**src/sv/lvpd_pkg.sv**
```systemverilog
// ---------------------------------------------------------------------------
// lvpd_pkg: shared types and constants for the latency vote deframer
// Beat types, register indexes, framing constants.
// ---------------------------------------------------------------------------
`default_nettype none

package lvpd_pkg;

    localparam int unsigned LAT_W       = 16;
    localparam int unsigned CNT_W       = 16;
    localparam int unsigned BYTE_W      = 8;
    localparam int unsigned CFG_IDX_W   = 2;
    localparam int unsigned QUEUE_DEPTH = 4;
    localparam int unsigned QUEUE_AW    = $clog2(QUEUE_DEPTH);

    localparam logic [LAT_W-1:0]  MISS_THRESHOLD_RST = 16'd154;
    localparam logic [LAT_W-1:0]  NOISE_LIMIT_RST    = 16'd1000;
    localparam logic [CNT_W-1:0]  COUNT_MAX          = 16'hFFFF;
    localparam logic [2:0]        PREAMBLE_FLIPS     = 3'd4;
    localparam logic [2:0]        LAST_BIT_POS       = 3'd7;
    localparam logic [BYTE_W-1:0] MAX_BYTES          = 8'd128;

    localparam logic [CFG_IDX_W-1:0] REG_MISS_THRESHOLD = 2'd0;
    localparam logic [CFG_IDX_W-1:0] REG_NOISE_LIMIT    = 2'd1;

    typedef struct packed {
        logic [LAT_W-1:0] latency;
        logic             window_end;
    } lvpd_in_t;

    typedef struct packed {
        logic [BYTE_W-1:0] data_byte;
        logic              message_end;
        logic              byte_valid;
    } lvpd_out_t;

    typedef struct packed {
        logic is_hit;
        logic is_miss;
        logic window_end;
    } lvpd_cls_t;

    typedef enum logic [1:0] {
        MODE_HUNT    = 2'b01,
        MODE_PAYLOAD = 2'b10
    } lvpd_mode_t;

endpackage

`default_nettype wire

```
**src/sv/lvpd_front.sv**
```systemverilog
// ---------------------------------------------------------------------------
// lvpd_front: sample intake and classification
// Holds the threshold registers and tags each sample as hit, miss or noise.
// ---------------------------------------------------------------------------
`default_nettype none

module lvpd_front
    import lvpd_pkg::*;
(
    input  wire logic                 clk,
    input  wire logic                 rst_n,
    input  wire logic                 cfg_we,
    input  wire logic [CFG_IDX_W-1:0] cfg_index,
    input  wire logic [LAT_W-1:0]     cfg_data,
    input  wire logic                 sample_valid,
    output logic                      sample_stall,
    input  wire lvpd_in_t             sample,
    output logic                      push,
    output lvpd_cls_t                 push_data,
    input  wire logic                 queue_full
);

    logic [LAT_W-1:0] miss_threshold_reg;
    logic [LAT_W-1:0] noise_limit_reg;
    logic             front_valid_reg;
    logic             front_valid_next;
    lvpd_cls_t        cls_reg;
    lvpd_cls_t        cls_next;
    logic             accept;

    always_ff @(posedge clk or negedge rst_n)
    begin
        if (!rst_n)
        begin
            miss_threshold_reg <= MISS_THRESHOLD_RST;
            noise_limit_reg    <= NOISE_LIMIT_RST;
        end
        else if (cfg_we)
        begin
            case (cfg_index)
                REG_MISS_THRESHOLD: miss_threshold_reg <= cfg_data;
                REG_NOISE_LIMIT:    noise_limit_reg    <= cfg_data;
                default:            ;
            endcase
        end
    end

    assign sample_stall = front_valid_reg && queue_full;
    assign accept       = sample_valid && !sample_stall;
    assign push         = front_valid_reg && !queue_full;
    assign push_data    = cls_reg;

    always_comb
    begin
        cls_next.is_hit     = sample.latency < miss_threshold_reg;
        cls_next.is_miss    = !cls_next.is_hit && (sample.latency < noise_limit_reg);
        cls_next.window_end = sample.window_end;
        front_valid_next    = accept || (front_valid_reg && !push);
    end

    always_ff @(posedge clk or negedge rst_n)
    begin
        if (!rst_n)
        begin
            front_valid_reg <= 1'b0;
        end
        else
        begin
            front_valid_reg <= front_valid_next;
        end
    end

    always_ff @(posedge clk)
    begin
        if (accept)
        begin
            cls_reg <= cls_next;
        end
    end

endmodule

`default_nettype wire

```
**src/sv/lvpd_queue.sv**
```systemverilog
// ---------------------------------------------------------------------------
// lvpd_queue: short FIFO between classifier and decoder
// Lets either side stall without holding up the other.
// ---------------------------------------------------------------------------
`default_nettype none

module lvpd_queue
    import lvpd_pkg::*;
(
    input  wire logic      clk,
    input  wire logic      rst_n,
    input  wire logic      push,
    input  wire lvpd_cls_t push_data,
    output logic           full,
    input  wire logic      pop,
    output lvpd_cls_t      pop_data,
    output logic           not_empty
);

    lvpd_cls_t            entry_reg [QUEUE_DEPTH];
    logic [QUEUE_AW-1:0]  wr_ptr_reg;
    logic [QUEUE_AW-1:0]  rd_ptr_reg;
    logic [QUEUE_AW:0]    count_reg;
    logic [QUEUE_AW:0]    count_next;

    assign full      = (count_reg == QUEUE_AW'(0) + (QUEUE_AW+1)'(QUEUE_DEPTH));
    assign not_empty = (count_reg != '0);
    assign pop_data  = entry_reg[rd_ptr_reg];

    always_comb
    begin
        count_next = count_reg;
        if (push && !pop)
        begin
            count_next = count_reg + 1'b1;
        end
        else if (pop && !push)
        begin
            count_next = count_reg - 1'b1;
        end
    end

    always_ff @(posedge clk or negedge rst_n)
    begin
        if (!rst_n)
        begin
            wr_ptr_reg <= '0;
            rd_ptr_reg <= '0;
            count_reg  <= '0;
        end
        else
        begin
            if (push)
            begin
                wr_ptr_reg <= wr_ptr_reg + 1'b1;
            end
            if (pop)
            begin
                rd_ptr_reg <= rd_ptr_reg + 1'b1;
            end
            count_reg <= count_next;
        end
    end

    always_ff @(posedge clk)
    begin
        if (push)
        begin
            entry_reg[wr_ptr_reg] <= push_data;
        end
    end

`ifndef SYNTH
    a_no_overflow: assert property (@(posedge clk) disable iff (!rst_n)
        full |-> !push)
        else $error("queue push while full");

    a_no_underflow: assert property (@(posedge clk) disable iff (!rst_n)
        pop |-> not_empty)
        else $error("queue pop while empty");
`endif

endmodule

`default_nettype wire

```
**src/sv/lvpd_back.sv**
```systemverilog
// ---------------------------------------------------------------------------
// lvpd_back: vote counting, preamble hunt and byte framing
// Decides one bit per window, finds the preamble, packs bytes, holds result.
// ---------------------------------------------------------------------------
`default_nettype none

module lvpd_back
    import lvpd_pkg::*;
(
    input  wire logic      clk,
    input  wire logic      rst_n,
    input  wire logic      not_empty,
    input  wire lvpd_cls_t pop_data,
    output logic           pop,
    output logic           result_valid,
    input  wire logic      result_stall,
    output lvpd_out_t      result
);

    logic [CNT_W-1:0]  hit_reg,   hit_next;
    logic [CNT_W-1:0]  miss_reg,  miss_next;
    logic [CNT_W-1:0]  hit_sum,   miss_sum;
    logic [2:0]        flips_reg, flips_next;
    logic              prev_reg,  prev_next;
    lvpd_mode_t        mode_reg,  mode_next;
    logic [BYTE_W-1:0] shift_reg, shift_next;
    logic [2:0]        pos_reg,   pos_next;
    logic [BYTE_W-1:0] bytes_reg, bytes_next;
    logic              res_valid_reg, res_valid_next;
    lvpd_out_t         res_reg,   res_next;
    logic              emit;
    logic              bit_val;
    logic [BYTE_W-1:0] shifted;
    logic [BYTE_W-1:0] bytes_inc;

    assign pop          = not_empty && (!res_valid_reg || !result_stall);
    assign result_valid = res_valid_reg;
    assign result       = res_reg;

    always_comb
    begin
        hit_sum   = (pop_data.is_hit && hit_reg != COUNT_MAX) ? hit_reg + 1'b1 : hit_reg;
        miss_sum  = (pop_data.is_miss && miss_reg != COUNT_MAX) ? miss_reg + 1'b1 : miss_reg;
        bit_val   = hit_sum > miss_sum;
        shifted   = {shift_reg[BYTE_W-2:0], bit_val};
        bytes_inc = bytes_reg + 1'b1;

        hit_next   = hit_reg;
        miss_next  = miss_reg;
        flips_next = flips_reg;
        prev_next  = prev_reg;
        mode_next  = mode_reg;
        shift_next = shift_reg;
        pos_next   = pos_reg;
        bytes_next = bytes_reg;
        emit       = 1'b0;
        res_next   = res_reg;

        if (pop)
        begin
            hit_next  = hit_sum;
            miss_next = miss_sum;
            if (pop_data.window_end)
            begin
                hit_next  = '0;
                miss_next = '0;
                case (mode_reg)
                    MODE_HUNT:
                    begin
                        if (flips_reg == '0 && bit_val && prev_reg)
                        begin
                            mode_next  = MODE_PAYLOAD;
                            shift_next = '0;
                            pos_next   = '0;
                            bytes_next = '0;
                        end
                        else if (flips_reg != '0 && bit_val != prev_reg)
                        begin
                            flips_next = flips_reg - 1'b1;
                        end
                        else if (bit_val == prev_reg)
                        begin
                            flips_next = PREAMBLE_FLIPS;
                        end
                        prev_next = bit_val;
                    end
                    MODE_PAYLOAD:
                    begin
                        if (pos_reg != LAST_BIT_POS)
                        begin
                            shift_next = shifted;
                            pos_next   = pos_reg + 1'b1;
                        end
                        else
                        begin
                            emit     = 1'b1;
                            pos_next = '0;
                            if (shifted == '0 || bytes_inc >= MAX_BYTES)
                            begin
                                res_next.data_byte   = shifted;
                                res_next.message_end = 1'b1;
                                res_next.byte_valid  = (shifted != '0);
                                flips_next = PREAMBLE_FLIPS;
                                prev_next  = 1'b1;
                                mode_next  = MODE_HUNT;
                                shift_next = '0;
                                bytes_next = '0;
                            end
                            else
                            begin
                                res_next.data_byte   = shifted;
                                res_next.message_end = 1'b0;
                                res_next.byte_valid  = 1'b1;
                                shift_next = '0;
                                bytes_next = bytes_inc;
                            end
                        end
                    end
                    default:
                    begin
                        mode_next = MODE_HUNT;
                    end
                endcase
            end
        end

        if (emit)
        begin
            res_valid_next = 1'b1;
        end
        else if (!result_stall)
        begin
            res_valid_next = 1'b0;
        end
        else
        begin
            res_valid_next = res_valid_reg;
        end
    end

    always_ff @(posedge clk or negedge rst_n)
    begin
        if (!rst_n)
        begin
            hit_reg       <= '0;
            miss_reg      <= '0;
            flips_reg     <= PREAMBLE_FLIPS;
            prev_reg      <= 1'b1;
            mode_reg      <= MODE_HUNT;
            shift_reg     <= '0;
            pos_reg       <= '0;
            bytes_reg     <= '0;
            res_valid_reg <= 1'b0;
        end
        else
        begin
            hit_reg       <= hit_next;
            miss_reg      <= miss_next;
            flips_reg     <= flips_next;
            prev_reg      <= prev_next;
            mode_reg      <= mode_next;
            shift_reg     <= shift_next;
            pos_reg       <= pos_next;
            bytes_reg     <= bytes_next;
            res_valid_reg <= res_valid_next;
        end
    end

    always_ff @(posedge clk)
    begin
        if (emit)
        begin
            res_reg <= res_next;
        end
    end

`ifndef SYNTH
    a_hunt_clean: assert property (@(posedge clk) disable iff (!rst_n)
        (mode_reg == MODE_HUNT) |-> (pos_reg == '0 && shift_reg == '0 && bytes_reg == '0))
        else $error("payload state left over while hunting");

    a_byte_limit: assert property (@(posedge clk) disable iff (!rst_n)
        bytes_reg < MAX_BYTES)
        else $error("byte count reached limit without ending message");
`endif

endmodule

`default_nettype wire

```
**src/sv/latency_vote_preamble_deframer.sv**
```systemverilog
// ---------------------------------------------------------------------------
// latency_vote_preamble_deframer: majority-vote bit receiver with framing
// Turns latency samples into voted bits, hunts a preamble, emits payload bytes.
// ---------------------------------------------------------------------------
// One sample beat is taken every clock while sample_stall is low. A sample
// passes the classifier register, a four-entry FIFO and the decoder before
// its result beat, if any, appears in the output register. A stalled result
// holds the decoder; FIFO and classifier register then absorb up to five more
// samples before sample_stall rises. The user writes threshold registers via
// cfg_we / cfg_index / cfg_data while no sample is in flight; not enforced.
`default_nettype none

module latency_vote_preamble_deframer
    import lvpd_pkg::*;
(
    input  wire logic                 clk,
    input  wire logic                 rst_n,
    input  wire logic                 cfg_we,
    input  wire logic [CFG_IDX_W-1:0] cfg_index,
    input  wire logic [LAT_W-1:0]     cfg_data,
    input  wire logic                 sample_valid,
    output logic                      sample_stall,
    input  wire lvpd_in_t             sample,
    output logic                      result_valid,
    input  wire logic                 result_stall,
    output lvpd_out_t                 result
);

    logic      push;
    lvpd_cls_t push_data;
    logic      queue_full;
    logic      pop;
    lvpd_cls_t pop_data;
    logic      not_empty;

    lvpd_front u_front (
        .clk          (clk),
        .rst_n        (rst_n),
        .cfg_we       (cfg_we),
        .cfg_index    (cfg_index),
        .cfg_data     (cfg_data),
        .sample_valid (sample_valid),
        .sample_stall (sample_stall),
        .sample       (sample),
        .push         (push),
        .push_data    (push_data),
        .queue_full   (queue_full)
    );

    lvpd_queue u_queue (
        .clk       (clk),
        .rst_n     (rst_n),
        .push      (push),
        .push_data (push_data),
        .full      (queue_full),
        .pop       (pop),
        .pop_data  (pop_data),
        .not_empty (not_empty)
    );

    lvpd_back u_back (
        .clk          (clk),
        .rst_n        (rst_n),
        .not_empty    (not_empty),
        .pop_data     (pop_data),
        .pop          (pop),
        .result_valid (result_valid),
        .result_stall (result_stall),
        .result       (result)
    );

endmodule

`default_nettype wire
```
**config.mk**
```make
export PLATFORM = sky130hd
export DESIGN_NAME = latency_vote_preamble_deframer
export DESIGN_NICKNAME = d
export VERILOG_FILES = /design/src/sv/lvpd_pkg.sv /design/src/sv/lvpd_front.sv /design/src/sv/lvpd_queue.sv /design/src/sv/lvpd_back.sv /design/src/sv/latency_vote_preamble_deframer.sv
export SDC_FILE = /design/constraint.sdc
export NUM_CORES = 1
export LEC_CHECK = 0
export ABC_AREA = 1
export BUFFER_PORTS_ARGS = -buffer_cell sky130_fd_sc_hd__buf_4
export CORE_ASPECT_RATIO = 0.5
export CORE_UTILIZATION = 45
export CTS_CLUSTER_DIAMETER = 80
export DETAILED_ROUTE_END_ITERATION = 10
export PLACE_DENSITY_LB_ADDON = 0.15
export RECOVER_POWER = 25
export SKIP_LAST_GASP = 1
export SYNTH_ARGS = -nofsm -noshare
export SYNTH_HDL_FRONTEND = slang
export SYNTH_SLANG_ARGS = --single-unit
```
**constraint.sdc**
```tcl
create_clock -name clk -period 3.15 [get_ports clk]
set_clock_uncertainty 0.2 [all_clocks]
set_input_delay 0.63 -clock clk [delete_from_list [all_inputs] [get_ports clk]]
set_output_delay 0.63 -clock clk [all_outputs]
set_load 0.01 [all_outputs]
```
==> results of run 1 <==
[kinds of logic after synthesis]
logic type	count (synthesis)
flops	122
compound gates	137
xor+xnor	39
simple gates	319
buf+inv	154
fa+ha+maj	61
[layout make-up]
cell class	instances	area share, %
Tap cell	198	2.53
Multi-Input combinational cell	556	37.4
Clock inverter	15	1.82
Clock buffer	17	4.35
Sequential cell	122	32.7
Timing Repair Buffer	192	15.8
Inverter	137	5.38
[where the power goes]
group          total, uW  switching, uW  internal (uW)  leakage (uW)
Combinational       4100           2330           1770       0.00294
Sequential          2140            186           1960       0.00147
Clock               2020            822           1200      0.000296
Total               8260           3340           4920       0.00470
[metal layers]
layer / track usage, % / vias up
li1: - / 3108
met1: 29.4 / 2863
met2: 36.0 / 115
met3: 5.72 / 21
met4: 6.85 / 0
met5: 0 / -
[worst max-delay path, stage by stage, from the launching register on]
cell and delay (ps):
dfrtp_1 350, ha_2 190, nand3_2 100, nor2_2 130
nand2_1 80, nor2_2 140, nand2_2 100, nand2_4 90
inv_4 50, buf_6 140, buf_4 150, o21ai_4 180
ha_4 170, nand4_1 100, nor3_2 190, buf_4 160
nand2_4 50, nand2_4 80, nand4_1 100, nand2_2 120
nand3_4 130, clkbuf_16 200, nand2_1 40, o21ai_0 70
[how the worst max path moves through the flow]
stage / cells past startpoint / startpoint / slack [ps] / endpoint
floorplan: 21 / u_back.miss_reg[0] / 10 / u_back.pos_reg[0]
global placement: 21 / u_back.hit_reg[0] / -350 / u_back.pos_reg[2]
detailed placement: 20 / u_back.hit_reg[0] / -420 / u_back.flips_reg[1]
CTS: 21 / u_back.hit_reg[1] / -210 / u_back.shift_reg[1]
global route: 20 / u_queue.rd_ptr_reg[0] / -460 / u_back.shift_reg[6]
finish: 23 / u_back.miss_reg[1] / -280 / u_back.shift_reg[6]
[repair_timing]
item / CTS / global route
hold endpoints to repair: 25 / 0
endpoints found under the setup margin: 27 / 27
pin swaps: 21 / 41
cloned: 1 / 2
gates resized for setup: 49 / 70
setup buffers: 14 / 9
hold buffers: 1 / 0
[per-stage QoR]
stage          util (%)  instances  cell area, um^2
4_1_cts            63.4       1227             9440
2_1_floorplan         -        832             7050
6_report           65.7       1237             9780
3_3_place_gp       57.0       1179             8480
5_1_grt            65.7       1237             9780
3_5_place_dp       57.0       1179             8480
[layout by cell type (no fill, tap or decap), types with 4 or more instances in the layout]
cell,n
buf_4,173
nand2_1,165
inv_1,125
dfrtp_1,83
ha_1,55
o21ai_0,53
nor2_1,46
xor2_1,25
edfxtp_1,25
a21oi_1,23
o21ai_1,22
clkbuf_16,20
nand2_2,19
nand3_1,19
nor3_1,17
o22ai_1,16
nand4_1,15
dfstp_2,13
nand2_4,11
o21ai_2,9
buf_6,9
inv_2,8
xor2_2,7
inv_6,6
nand3_2,5
xnor2_1,5
nor2_2,4
inv_4,4
nand3_4,4
nor3_2,4
ha_4,4
[Yosys cell counts (2+ instances only)]
cell type	count	share of area, %
nand2_1	191	10
inv_1	129	6.9
dfrtp_1	84	30
o21ai_0	67	4.8
ha_1	60	11
nor2_1	51	2.7
xor2_1	33	4.1
nand3_1	27	1.9
a21oi_1	25	1.8
edfxtp_1	25	11
nor3_1	20	1.4
o22ai_1	16	1.4
nand4_1	15	1.3
dfstp_2	13	4.8
o21ai_1	12	0.85
clkbuf_1	10	0.53
inv_2	6	0.32
o21ai_2	6	0.75
xnor2_1	6	0.75
buf_2	5	0.35
nand2_2	3	0.27
nor3_2	3	0.43
buf_6	2	0.32
nand2_4	2	0.32
nor2_2	2	0.18
nor4_1	2	0.18
o211ai_1	2	0.21
o22ai_2	2	0.35
==> results.yml, run 1 <==
route:
  vias: 6107
  routed_wl_mm: 17.1
  highest_layer: "met4"
  wl_met3_um: 719
  wire_per_inst_um: 13.8
  wirelength_met1_mm: 8.05
  ant_nets: 0
  viasPerCell: 4.94
  drc: 0
  drtIter0Drc: 377
  drtPass1Iterations: 5
  wl_met2_mm: 8.05
worst_setup_path:
  reg2regPathDepth: 23
  r2r_end: "u_back.shift_reg[6]"
  startpoint_type: "register"
  r2r_start: "u_back.miss_reg[1]"
  required_ps: 3250
  reg2reg_slack_ps: -280
  worstSetupPathType: "register to register"
  path_max_fanout: 12
  cp.arrival_ps: 3530
  endpoint_kind: "register"
clock_tree:
  cts-root-buf: "clkbuf_16"
  clk_path_buf_depth: 2
  cts.clk_slew.worst_paths_ps: 60
  cts_buffers: 17
  clock_latency_ps: 420
  h-tree-depth: 4
  cts_tree: "yes"
  cts_num_sinks: 122
timing:
  finalSetupViolCount: 27
  finalCritPeriodShare_pct: 109
  rsz0062_at_grt: "true"
  worst_slack_ps: -279
  tns_ps: -5810
  max_clock_freq_ghz: 0.292
  worstMarginPinSlew_ps: 1710
  period_needed_ps: 3430
  relSlewSlack_pct: -13.7
  slew_viol_final: 29
  holdWs_ps: 214
  hold_viol: 0
placed_design:
  pre_cts_ws_ps: -424
  gp_congestion: 0.908
  port_buffers: 51
  dp_hpwl_mm: 11.8
floorplan:
  row_count: 31
  die_w_um: 179
  ios: 52
  core_area_um2: 14900
  die_area_um2: 16200
  start_util_pct: 47.3
  fp.dieH_um: 90.5
pwr:
  p_per_area_nw_per_um2: 844
  total_power_uw: 8260
  p_leak_uw: 0.00470
  ir_drop_v: 0.000434
final_layout:
  n_fill_cell: 1216
  final_layout_size_suffix_gt1_share_pct: 31.9
  regArea_um2: 3200
  nNetsFinal: 1127
  syn_to_final_growth_pct: 38.8
  diodes: 0
  multi_input_area_um2: 3660
yosys:
  ys_seq_area_share_pct: 45.3
  syn-num-nets: 933
  synth_top_family_by_area: "simple AND/OR/NAND/NOR gates"
  netlist-cell-type-count: 41
  synthAdderAreaFrac_pct: 10.9
  avgSynthCellArea_um2: 8.47
  synth_compound_area_share_pct: 11.0
  async_flop_share_pct: 79.5
  ys_warn_count: 0
  synth-seq-cells: 122
  syn_area_um2: 7050
  synthCells: 832
  synth_xor_xnor_area_share_pct: 4.84
  synthMuxAreaShare_pct: 0
  synth_flop_cell: "dfrtp_1"
  yosys.area_share.simple_pct: 19.4
  synth_edf_count: 25
grt:
  grt_usage_pct: 22.3
  grt_pass1_wl_mm: 28.6
  grt-ovfl-total: 0
  grt_pass1_vias: 6175
  antenna_found_initial: 0
  grt_max_degree: 46
hold_path:
  hp-start: "sample[0]"
  min_to: "u_front.push_data[0]"
  holdCritPathClass: "input port to register"
  holdPathStages: 1
run:
  drv_cap: 1
run_status:
  status: "finished with violations"
  violations: "max-capacitance violations, max-slew violations, negative setup slack"
No activity file was read; power rests on OpenSTA's default activity.
==> run 2: changes to the inputs <==
--- a/config.mk
+++ b/config.mk
@@ -6,13 +6,14 @@
 export NUM_CORES = 1
 export LEC_CHECK = 0
 export ABC_AREA = 1
-export BUFFER_PORTS_ARGS = -buffer_cell sky130_fd_sc_hd__buf_4
+export BUFFER_PORTS_ARGS = -buffer_cell sky130_fd_sc_hd__buf_2
 export CORE_ASPECT_RATIO = 0.5
 export CORE_UTILIZATION = 45
 export CTS_CLUSTER_DIAMETER = 80
 export DETAILED_ROUTE_END_ITERATION = 10
 export PLACE_DENSITY_LB_ADDON = 0.15
 export RECOVER_POWER = 25
+export REMOVE_ABC_BUFFERS = 1
 export SKIP_LAST_GASP = 1
 export SYNTH_ARGS = -nofsm -noshare
 export SYNTH_HDL_FRONTEND = slang
==> run 2 against run 1 <==
The run still ends with max-capacitance violations, max-slew violations, negative setup slack left. Global-route usage shrank 0.66 points. Register-to-register slack is essentially flat. Fmax grew 0.35%. Sequential share of layout area grew 1.0 points. Clock power shrank 3%. Routed wire length shrank 2.7%. Non-clock buffer count shrank 15. Die area is the same. Count of clock-buffer cells in the layout grew 3. Setup slack gained 12 ps. Sequential cell count is the same. Via count shrank 0.25%. Critical path type unchanged. Largest cell class unchanged.
==> results.yml, run 2 (synthesis results as in run 1) <==
run_status:
  status: "finished with violations"
  violations: "max-capacitance violations, max-slew violations, negative setup slack"
grt:
  grt-ovfl-total: 0
  grt_pass1_vias: 6051
  grt_max_degree: 98
  grt_pass1_wl_mm: 27.7
  antenna_found_initial: 0
  grt_usage_pct: 21.7
hold_path:
  holdPathStages: 1
  holdCritPathClass: "input port to register"
  hp-start: "sample[0]"
  min_to: "u_front.push_data[0]"
clock_tree:
  cts_num_sinks: 122
  cts-root-buf: "clkbuf_16"
  clock_latency_ps: 420
  cts_buffers: 17
  clk_path_buf_depth: 2
  cts_tree: "yes"
  postCtsHoldBufs: 0
  h-tree-depth: 4
  cts.clk_slew.worst_paths_ps: 60
floorplan:
  die_area_um2: 16200
  ios: 52
  core_area_um2: 14900
  die_w_um: 179
  start_util_pct: 47.3
  fp.dieH_um: 90.5
  row_count: 31
timing:
  period_needed_ps: 3420
  finalSetupViolCount: 25
  holdWs_ps: 185
  slew_viol_final: 98
  tns_ps: -5370
  hold_viol: 0
  finalCritPeriodShare_pct: 108
  relSlewSlack_pct: -61.8
  max_clock_freq_ghz: 0.293
  worst_slack_ps: -267
  worstMarginPinSlew_ps: 2430
  rsz0062_at_grt: "true"
worst_setup_path:
  reg2reg_slack_ps: -270
  cp.arrival_ps: 3530
  path_max_fanout: 7
  endpoint_kind: "register"
  max_stage_delay_ps: 360
  slowest_stage: "dfrtp_1"
  path_cells: "ha_2 -> nand3_2 -> nor2_2 -> nand2_1 -> nor2_2 -> nand2_2 -> nand2_4 -> inv_4 -> buf_4 -> nand2_2 -> o21ai_2 -> ha_1 -> nand4_1 -> nor3_2 -> buf_4 -> nand2_4 -> nand2_4 -> nand4_1 -> nand2_2 -> nand3_4 -> clkbuf_16 -> nand2_1 -> o21ai_1"
  r2r_end: "u_back.pos_reg[1]"
  worstSetupPathType: "register to register"
  startpoint_type: "register"
  reg2regPathDepth: 23
  r2r_start: "u_back.miss_reg[1]"
  required_ps: 3260
pwr:
  ir_drop_v: 0.000412
  p_per_area_nw_per_um2: 858
  p_leak_uw: 0.00456
final_layout:
  finalNonFillerCells: 1223
  final_cell_mix: "nand2_1, inv_1, buf_4, dfrtp_1, o21ai_0"
  syn_to_final_growth_pct: 34.6
  final_layout_size_suffix_gt1_share_pct: 31.3
  nNetsFinal: 1113
  diodes: 0
  layout_commonest_cell: "nand2_1"
  final_core_util_pct: 63.7
placed_design:
  port_buffers: 51
  gp_congestion: 0.889
  dp_hpwl_mm: 11.3
  pre_cts_ws_ps: -378
  place_inst: 1167
route:
  wire_per_inst_um: 13.6
  drtPass1Iterations: 7
  viasPerCell: 4.98
  drc: 0
  vias: 6092
  drtIter0Drc: 358
  routed_wl_mm: 16.6
  ant_nets: 0
run:
  drv_cap: 1
run 2: cell count changes in the layout (fill, tap and decap cells not counted), moves of 5 or more:
cell | previous run | this run
buf_2 | 0 | 50
buf_4 | 173 | 116
o21ai_1 | 22 | 16
o21ai_2 | 9 | 14
run 2: worst max-delay path by stage:
stage | cells past startpoint | startpoint | slack (ps) | to
3_5_place_dp | 20 | u_back.hit_reg[0] | -380 | u_back.flips_reg[1]
3_3_place_gp | 20 | u_back.hit_reg[0] | -310 | u_back.flips_reg[1]
4_1_cts | 21 | u_back.hit_reg[0] | -210 | u_back.shift_reg[3]
6_report | 23 | u_back.miss_reg[1] | -270 | u_back.pos_reg[1]
5_1_grt | 23 | u_back.miss_reg[1] | -430 | u_back.shift_reg[2]
2_1_floorplan | 22 | u_back.miss_reg[0] | -240 | u_back.pos_reg[0]
run 2: report_power, final:
part / switching [uW] / leakage, uW / total (uW) / internal [uW]
clock: 760 / 0.000278 / 1960 / 1200
sequential: 183 / 0.00147 / 2140 / 1960
combinational: 2370 / 0.00281 / 4050 / 1670
run 2: stage by stage:
stage	area, um^2	power (uW)
global route	9490	8740
detailed placement	8270	5280
CTS	9070	7640
floorplan	6970	4050
finish	9490	8140
global placement	8270	5190
run 2: per-layer routing:
| metal | global-route usage (%) | wire length [um] |
|---|---|---|
| met3 | 5.35 | 675 |
| met4 | 5.72 | 144 |
| met1 | 28.1 | 7910 |
| met5 | 0 | 0 |
| met2 | 36.0 | 7870 |
run 2: layout make-up:
type	count	area [um^2]
clock inverter	12	140
clock buffer	20	447
timing repair buffer	177	1270
fill	1216	5410
multi-input combinational	557	3670
sequential	122	3190
inverter	137	523
tap	198	248
run 2: critical path: cells and delay by family, from the launching register on:
kind	cells	cell delay, ps
flip-flops	1	360
adder cells (fa/ha/maj)	2	480
AO/OA/AOI/OAI	2	120
buffers and inverters	4	600
AND/OR/NAND/NOR	15	1530
run 2: repair_timing:
item	in CTS	in global routing
buffers inserted	8	12
pin swaps	12	30
endpoints found under the setup margin	27	27
cloned	1	3
gates resized for setup	35	76
==> run 3: changes to the inputs <==
--- a/config.mk
+++ b/config.mk
@@ -7,8 +7,10 @@
 export LEC_CHECK = 0
 export ABC_AREA = 1
 export BUFFER_PORTS_ARGS = -buffer_cell sky130_fd_sc_hd__buf_2
+export CELL_PAD_IN_SITES_DETAIL_PLACEMENT = 1
+export CELL_PAD_IN_SITES_GLOBAL_PLACEMENT = 1
 export CORE_ASPECT_RATIO = 0.5
-export CORE_UTILIZATION = 45
+export CORE_UTILIZATION = 42
 export CTS_CLUSTER_DIAMETER = 80
 export DETAILED_ROUTE_END_ITERATION = 10
 export PLACE_DENSITY_LB_ADDON = 0.15
==> run 3 against run 2 <==
The run still ends with max-capacitance violations, max-slew violations, negative setup slack left. Die area is 7.0% higher. Sequential cell count stayed put. Hold slack got worse by 20 ps. Global-route usage rose by 4.9 points. Clock power up 6%. Non-clock buffer count rose by 27. Largest cell class unchanged. Largest power group unchanged.
==> results.yml, run 3 (synthesis results as in run 1) <==
run_status:
  status: "finished with violations"
  violations: "max-capacitance violations, max-slew violations, negative setup slack"
pwr:
  p_per_area_nw_per_um2: 908
  internal_power_uw: 5170
  ir_drop_v: 0.000448
  combPwrFrac_pct: 53.0
  p_leak_uw: 0.00474
  clock_power_share_pct: 23.0
  p_sw_uw: 3870
  power_frac_seq_pct: 24.1
  swShare_pct: 42.8
run:
  drv_cap: 1
clock_tree:
  postCtsHoldBufs: 0
  clock_latency_ps: 440
  h-tree-depth: 4
  cts.clk_slew.worst_paths_ps: 70
  clk_path_buf_depth: 2
  cts-root-buf: "clkbuf_16"
  cts_tree: "yes"
  cts_num_sinks: 122
  cts_buffers: 17
route:
  drtIter0Drc: 204
  routed_wl_mm: 23.9
  drtPass1Iterations: 4
  drc: 0
  wire_per_inst_um: 18.7
  viasPerCell: 5.20
  vias: 6642
  ant_nets: 0
final_layout:
  final_core_util_pct: 60.8
  multi_input_area_um2: 3830
  syn_to_final_growth_pct: 41.3
  final_cell_mix: "nand2_1, buf_4, inv_1, dfrtp_1, ha_1"
  finalNonFillerCells: 1278
  diodes: 0
  nNetsFinal: 1139
  regArea_um2: 3200
  final_layout_size_suffix_gt1_share_pct: 35.1
  n_fill_cell: 1886
  layout_commonest_cell: "nand2_1"
floorplan:
  die_w_um: 185
  start_util_pct: 43.0
  fp.dieH_um: 93.6
  row_count: 33
  core_area_um2: 16400
  ios: 52
  die_area_um2: 17300
placed_design:
  dp_hpwl_mm: 14.3
  place_inst: 1207
  gp_congestion: 0.857
  port_buffers: 51
  pre_cts_ws_ps: -529
worst_setup_path:
  startpoint_type: "register"
  reg2regPathDepth: 21
  cp.arrival_ps: 3880
  required_ps: 3270
  worstSetupPathType: "register to register"
  path_max_fanout: 5
  endpoint_kind: "register"
timing:
  slew_viol_final: 44
  max_clock_freq_ghz: 0.266
  worstMarginPinSlew_ps: 2710
  period_needed_ps: 3760
  tns_ps: -13980
  finalSetupViolCount: 27
  finalCritPeriodShare_pct: 119
  rsz0062_at_grt: "true"
  worst_slack_ps: -609
  relSlewSlack_pct: -80.6
  hold_viol: 0
hold_path:
  holdPathStages: 1
  holdCritPathClass: "input port to register"
grt:
  antenna_found_initial: 0
  grt_usage_pct: 26.5
  grt-ovfl-total: 0
  grt_max_degree: 45
  grt_pass1_vias: 7127
  grt_pass1_wl_mm: 34.9
-- run 3: cell count changes in the layout (fill, tap and decap cells not counted), moves of 3 or more --
cell,delta
buf_12,+3
nor2_2,+5
nor3_1,-3
nor2_1,-6
o21ai_0,-6
buf_4,+22
buf_6,+3
o21ai_1,+4
-- run 3: timing repair --
action | 4_1_cts | 5_1_grt
setup buffers | 22 | 14
endpoints found under the setup margin | 27 | 27
gates resized for setup | 62 | 94
pin swaps | 25 | 45
gates cloned | 0 | 3
-- run 3: worst max-delay path, stage by stage (launching register included) --
cell and delay, ps:
dfrtp_1 450, ha_4 200, nand3_4 100, nor3_4 50
nand3_2 90, nand2_4 100, buf_6 140, nor3_4 250
nand4_1 160, nand2_1 120, inv_1 60, ha_1 280
nand4_1 180, nor3_4 270, nand2_2 120, nand2_4 90
nand4_1 120, nand2_2 160, nand3_4 160, clkbuf_16 210
nand2_2 70, o21ai_2 60
-- run 3: final timing paths --
check | start | endpoint | slack, ps
worst max register to register | u_back.hit_reg[1] | u_back.shift_reg[0] | -610
min in group asynchronous | rst_n | u_back.miss_reg[9] | 850
worst max-delay path | u_back.hit_reg[1] | u_back.shift_reg[0] | -610
max in group asynchronous | rst_n | u_queue.rd_ptr_reg[0] | 160
worst min register to register | u_front.miss_threshold_reg[5] | u_front.miss_threshold_reg[5] | 290
worst min-delay path | sample[0] | u_front.push_data[0] | 170
-- run 3: routing by layer --
metal / GRT usage [%] / share of wire, % / up-vias
li1: - / - / 3112
met1: 29.0 / 39 / 3307
met2: 50.6 / 54 / 162
met3: 5.33 / 4.3 / 61
met4: 9.92 / 3.0 / 0
met5: 0 / 0 / -
-- run 3: cell type report --
| cell class | count | area share, % |
|---|---|---|
| clock inverter | 14 | 1.72 |
| tap | 227 | 2.85 |
| sequential | 122 | 32.1 |
| multi-input combinational | 556 | 38.4 |
| inverter | 137 | 5.34 |
| timing repair buffer | 204 | 15.3 |
| clock buffer | 18 | 4.31 |
-- run 3: power groups by stage --
stage	clock network, uW	registers (uW)	logic (uW)
4_1_cts	2090	2150	4050
5_1_grt	2150	2210	5170
6_report	2080	2180	4790
3_5_place_dp	0	2170	3360
3_3_place_gp	0	2150	3190
2_1_floorplan	0	2140	1910
-- run 3: stage by stage --
step | hold slack (ps) | cell area, um^2 | total power [uW]
2_1_floorplan | 134 | 6970 | 4050
3_3_place_gp | 267 | 8410 | 5340
3_5_place_dp | 275 | 8410 | 5530
4_1_cts | 34.9 | 9440 | 8290
5_1_grt | 159 | 9960 | 9530
6_report | 165 | 9960 | 9050
